[config.mk]
export PLATFORM = sky130hd
export DESIGN_NAME = pcp_search
export DESIGN_NICKNAME = d
export VERILOG_FILES = /design/src/pcp_pkg.sv /design/src/pcp_search.sv
export SDC_FILE = /design/constraint.sdc
export NUM_CORES = 2
export LEC_CHECK = 0
export BUFFER_PORTS_ARGS = -buffer_cell sky130_fd_sc_hd__buf_4
export CORE_MARGIN = 2
export CORE_UTILIZATION = 55
export CTS_CLUSTER_DIAMETER = 40
export DETAILED_ROUTE_END_ITERATION = 8
export PLACE_DENSITY = 0.84
export SETUP_SLACK_MARGIN = 0.5
export SLEW_MARGIN = 20
export SYNTH_ARGS = -nofsm -noshare
export SYNTH_HDL_FRONTEND = slang
export SYNTH_SLANG_ARGS = --single-unit
[constraint.sdc]
create_clock -name clk_i -period 13.35 [get_ports clk_i]
set_input_delay 2.0025 -clock clk_i [delete_from_list [all_inputs] [get_ports clk_i]]
set_output_delay 2.0025 -clock clk_i [all_outputs]
set_load 0.005 [all_outputs]
[src/pcp_pkg.sv]
`timescale 1ns / 1ps

package pcp_pkg;

  // search limits
  localparam int unsigned MEM_CORE_KMAX = 3;
  localparam int unsigned SCAN_KMAX     = 7;
  localparam int unsigned NLANE         = 7;
  localparam int unsigned QBITS         = 7;

  // widths
  localparam int unsigned OSC_W   = 17;
  localparam int unsigned TGT_W   = 18;
  localparam int unsigned STEP_W  = 16;
  localparam int unsigned SH_W    = STEP_W + 6;
  localparam int unsigned VCO_W   = TGT_W + NLANE;
  localparam int unsigned KF_W    = 3;
  localparam int unsigned N_W     = 6;
  localparam int unsigned PADDR_W = 3;

  // pipeline depth
  localparam int unsigned SRCH_STG = 5;
  localparam int unsigned NSTG     = 2 * SRCH_STG + 2;

  // constants
  localparam logic [OSC_W-1:0] OSC_RESET = 17'd10000;
  localparam logic [TGT_W-1:0] MEM_CAP   = 18'd166000;
  localparam logic [TGT_W-1:0] CORE_CAP  = 18'd120000;
  localparam logic [TGT_W-1:0] SCAN_CAP  = 18'd100000;
  localparam logic [VCO_W-1:0] VCO_MIN   = 25'd100000;
  localparam logic [VCO_W-1:0] VCO_MAX   = 25'd600000;
  localparam logic [QBITS-1:0] MULT_MIN  = 7'd2;
  localparam logic [QBITS-1:0] MULT_MAX  = 7'd64;
  localparam logic [9:0]       KHZ_PER_MHZ = 10'd1000;

  // register index
  localparam logic REG_OSC = 1'b0;

  typedef enum logic [2:0] {
    ST_OK             = 3'd0,
    ST_NO_MEM         = 3'd1,
    ST_NO_CORE        = 3'd2,
    ST_NO_SCAN        = 3'd3,
    ST_CORE_ABOVE_MEM = 3'd4,
    ST_CORE_LOW       = 3'd5,
    ST_CORE_SCAN      = 3'd6
  } status_e;

  typedef struct packed {
    logic             found;
    logic [KF_W-1:0]  k;
    logic [N_W-1:0]   n;
    logic [TGT_W-1:0] freq;
  } pick_t;

  typedef struct packed {
    logic [TGT_W-1:0] rem;
    logic [TGT_W-1:0] acc;
    logic [QBITS-1:0] q;
    logic             ovf;
  } div_t;

  // one restoring division step for quotient bit b
  function automatic div_t div_bit(div_t d, logic [STEP_W-1:0] step, int unsigned b);
    logic [SH_W-1:0] sh;
    div_t r;
    sh = SH_W'(step) << b;
    r  = d;
    if (SH_W'(d.rem) >= sh) begin
      r.rem = d.rem - TGT_W'(sh);
      r.acc = d.acc + TGT_W'(sh);
      r.q   = d.q | (QBITS'(1) << b);
    end
    return r;
  endfunction

endpackage

[src/pcp_search.sv]
`timescale 1ns / 1ps

module pcp_search import pcp_pkg::*; (
  input  logic                clk_i,
  input  logic [SRCH_STG-1:0] en_i,
  input  logic [OSC_W-1:0]    osc_i,
  input  logic [2:0]          kmax_i,
  input  logic [TGT_W-1:0]    target_i,
  output pick_t               pick_o
);

  logic [STEP_W-1:0] step   [NLANE];
  logic              elig   [NLANE];
  div_t              s1_d   [NLANE];
  div_t              s2_d   [NLANE];
  div_t              s3_d   [NLANE];
  div_t              s4_div [NLANE];
  logic              cand_d [NLANE];
  div_t              s1_q   [NLANE];
  div_t              s2_q   [NLANE];
  div_t              s3_q   [NLANE];
  logic              cand_q [NLANE];
  logic [TGT_W-1:0]  err_q  [NLANE];
  logic [TGT_W-1:0]  freq_q [NLANE];
  logic [QBITS-1:0]  mult_q [NLANE];
  pick_t             pick_d;
  pick_t             pick_q;

  // per-lane step and eligibility of exponent k = lane + 1
  always_comb begin
    for (int l = 0; l < NLANE; l++) begin
      step[l] = STEP_W'(osc_i >> (l + 1));
      elig[l] = (3'(l + 1) <= kmax_i)
             && ((osc_i & OSC_W'((1 << (l + 1)) - 1)) == '0)
             && (step[l] != '0);
    end
  end

  // division lanes, two quotient bits per stage, one bit in the last division stage
  always_comb begin
    div_t d0;
    logic [VCO_W-1:0] vco;
    for (int l = 0; l < NLANE; l++) begin
      d0.rem = target_i;
      d0.acc = '0;
      d0.q   = '0;
      d0.ovf = SH_W'(target_i) >= ((SH_W'(step[l]) << 6) + SH_W'(step[l]));
      s1_d[l]   = div_bit(div_bit(d0, step[l], 6), step[l], 5);
      s2_d[l]   = div_bit(div_bit(s1_q[l], step[l], 4), step[l], 3);
      s3_d[l]   = div_bit(div_bit(s2_q[l], step[l], 2), step[l], 1);
      s4_div[l] = div_bit(s3_q[l], step[l], 0);
      vco       = VCO_W'(s4_div[l].acc) << (l + 1);
      cand_d[l] = elig[l] && !s4_div[l].ovf
               && (s4_div[l].q >= MULT_MIN) && (s4_div[l].q <= MULT_MAX)
               && (vco >= VCO_MIN) && (vco <= VCO_MAX);
    end
  end

  // smallest shortfall wins, lower k on a tie
  always_comb begin
    logic [TGT_W-1:0] best;
    best   = '0;
    pick_d = '0;
    for (int l = 0; l < NLANE; l++) begin
      if (cand_q[l] && (!pick_d.found || err_q[l] < best)) begin
        best         = err_q[l];
        pick_d.found = 1'b1;
        pick_d.k     = KF_W'(l + 1);
        pick_d.n     = N_W'(mult_q[l] - QBITS'(1));
        pick_d.freq  = freq_q[l];
      end
    end
  end

  // stage registers
  always_ff @(posedge clk_i) begin
    for (int l = 0; l < NLANE; l++) begin
      if (en_i[0]) s1_q[l] <= s1_d[l];
      if (en_i[1]) s2_q[l] <= s2_d[l];
      if (en_i[2]) s3_q[l] <= s3_d[l];
      if (en_i[3]) begin
        cand_q[l] <= cand_d[l];
        err_q[l]  <= s4_div[l].rem;
        freq_q[l] <= s4_div[l].acc;
        mult_q[l] <= s4_div[l].q;
      end
    end
    if (en_i[4]) pick_q <= pick_d;
  end

  assign pick_o = pick_q;

endmodule
==> results.ini <==
[status]
status=finished, final reports clean

[detailed_routing]
routed_wirelength_um=342400
drc=0
vias=92380
drt-initial-drc-count=11600
vias_per_cell=6.504
wl_per_cell_um=24.11
dr.pass1.iters=6
detail-route-antenna-nets=0

[setup_path]
cp_slowest_cell=edfxtp_1
cp.arrival_ns=12.74
cp.required_ns=13.93
critPathMaxFanout=48
critical_path_class=flop to flop
crit_path_end_kind=flop
cpPeakStageDelay_ns=0.40
crit_path_start_kind=flop

[layout]
regArea_mm2=0.03219
layout-drive-gt1-share_pct=9.956
multiInputGateArea_mm2=0.06958
finalNetCount=13040
final_area_mm2=0.1151
areaGrowthSynthToFinish_pct=10.29
n_fill_cell=15250
final_cells=14200
utilization_pct=61.14

[sta]
setup_ws_ns=1.191
fmax_ghz=0.08224
fin_hold_ws_ns=0.4029
maxSlewViolCount=0
min_period_ns=12.16
tns_ns=0
rsz0062_at_grt=no
setup_viol=0
final_hold_viol_count=0
slew_headroom_pct=24.77
worst_slew_pin_slew_ns=1.100
fin_crit_sh_pct=91.08
skew_ns=0.04376

[clock_network]
cts_inserted_buffers=173
clk_latency_ns=0.86
htreeDepth=4
clockBufferDepth=3
path_clk_slew_ns=0.06
cts_tree=done
clock-root-buffer=clkbuf_16
cts.sinks=1072

[min_path]
min_path_type=flop to flop

[grt]
grt_pass1_vias=87000
grt_antenna_before_repair=14
grt_start_max_net_pins=176
grt_usage_pct=34.48
grt_pass1_wl_um=512500
grt_overflow=0

[floorplan]
io-pin-count=72
die_area_mm2=0.1932
fp.dieW_um=439.5
initial_utilization_pct=55.43
rows=159
core-area_mm2=0.1882
die_h_um=439.5

[yosys]
synth_area_leaders=edfxtp_1, ha_1, xnor2_1, a21oi_1, mux2_2
ys_seq_elements=1072
synthArstFlopShare_pct=0
yosys.area.top_type_share_pct=30.86
synth.yosys.seq_area_share_pct=30.86
ys_warn_count=0
syn_inst=11380
synthTopCellsByCount=ha_1, edfxtp_1, nor2_1
synth_fp_nets=12870
synth_cell_type_count=100
synthFlopType=edfxtp_1
synth_area_leader_cell=edfxtp_1
synth.most_common_cell=ha_1
synth_edf_count=1072
synth_area_per_cell_um2=9.169
netlist_area_mm2=0.1043

[placed_design]
portBuffers=71
placed_area_mm2=0.1085
dp.cells=13840
place_ws_ns=-0.1400
hpwl_um=252700
gp_congestion=1.000

[power_and_ir_drop]
cellPowerDensity_mw_per_mm2=250.2
p_total_mw=28.78
p_leak_nw=47.69
peakVddDrop_mv=0.1604

[job]
drv_cap=0

## kinds of logic (layout without fill, tap and decap cells)
family | after synthesis | in the layout | synth area share, %
simple gates | 3410 | 3411 | 15.42
compound gates | 3092 | 3096 | 18.43
fa+ha+maj | 1443 | 1443 | 18.01
flops | 1072 | 1072 | 30.86
xor+xnor | 1056 | 1056 | 8.865
buf+inv | 777 | 1096 | 2.853
mux | 528 | 528 | 5.564
other cells | 0 | 6 | 0
## worst max-delay path, delay by kind of cell (launching register included)
kind / cells / cell delay, ns
fa+ha+maj: 6 / 1.61
flops: 1 / 0.40
simple gates: 15 / 2.30
compound gates: 29 / 5.58
mux: 2 / 0.48
buf+inv: 10 / 1.52
## flip-flops by register name (all words and copies together), names as in the netlist
signal  flops
cand_q      7
freq_q    126
mult_q     42
s1_q      207
pick_o     28
s2_q      248
err_q     126
s3_q      288
## routing by layer
metal	vias up	share of wire, %	GRT usage, %	wire (um)
li1	42500	-	-	-
met1	43430	41	48.01	139000
met2	5382	41	49.60	139900
met3	1067	12	6.850	41360
met4	4	6.5	20.08	22180
met5	-	0.0058	0	20
## cells in the final DEF, fill, tap and decap left out, drive strengths merged, types with 105 or more instances in the layout
cell type  netlist  final
mux2i          113    113
and2           105    105
nor2b          177    177
buf             73    275
nand4          151    151
nand3          197    197
xor2           376    376
a21oi          992    992
inv            487    535
clkbuf         208    190
o21ai          784    784
nand2b         134    134
nor2          1025   1026
xnor2          680    680
ha            1345   1345
edfxtp        1072   1072
a21o           334    336
nor3           259    259
nand2          973    973
o21a           155    157
mux2           415    415
## report_power, final
group	total, mW	switching (mW)	internal [mW]
Combinational	17.3	10.2	7.12
Clock	4.63	1.87	2.76
Sequential	6.83	1.02	5.80
## area by class of cell
type	count	area share, %
diodes	6	0.01305
clock buffers	189	3.888
clock inverters	135	1.392
inverters	496	1.634
multi-input cells	9534	60.47
flip-flops and latches	1072	27.98
well taps	2495	2.713
repair buffers	276	1.917
## final timing paths
path	from	endpoint	slack, ns	cells past startpoint
max	cand_q[0]	pick_o[15]	1.19	62
min	s2_q[1][4]	s3_q[1][4]	0.40	0
max reg2reg	cand_q[0]	pick_o[15]	1.19	62
min reg2reg	s2_q[1][4]	s3_q[1][4]	0.40	0
## what timing repair did
action | in CTS | in global routing
hold buffers | 0 | 0
resized for setup | 10 | 42
gates cloned | 3 | 3
setup buffers | 12 | 13
pin swaps | 2 | 15
setup endpoints to repair | 27 | 27
Power figures use the tool's default switching activity.
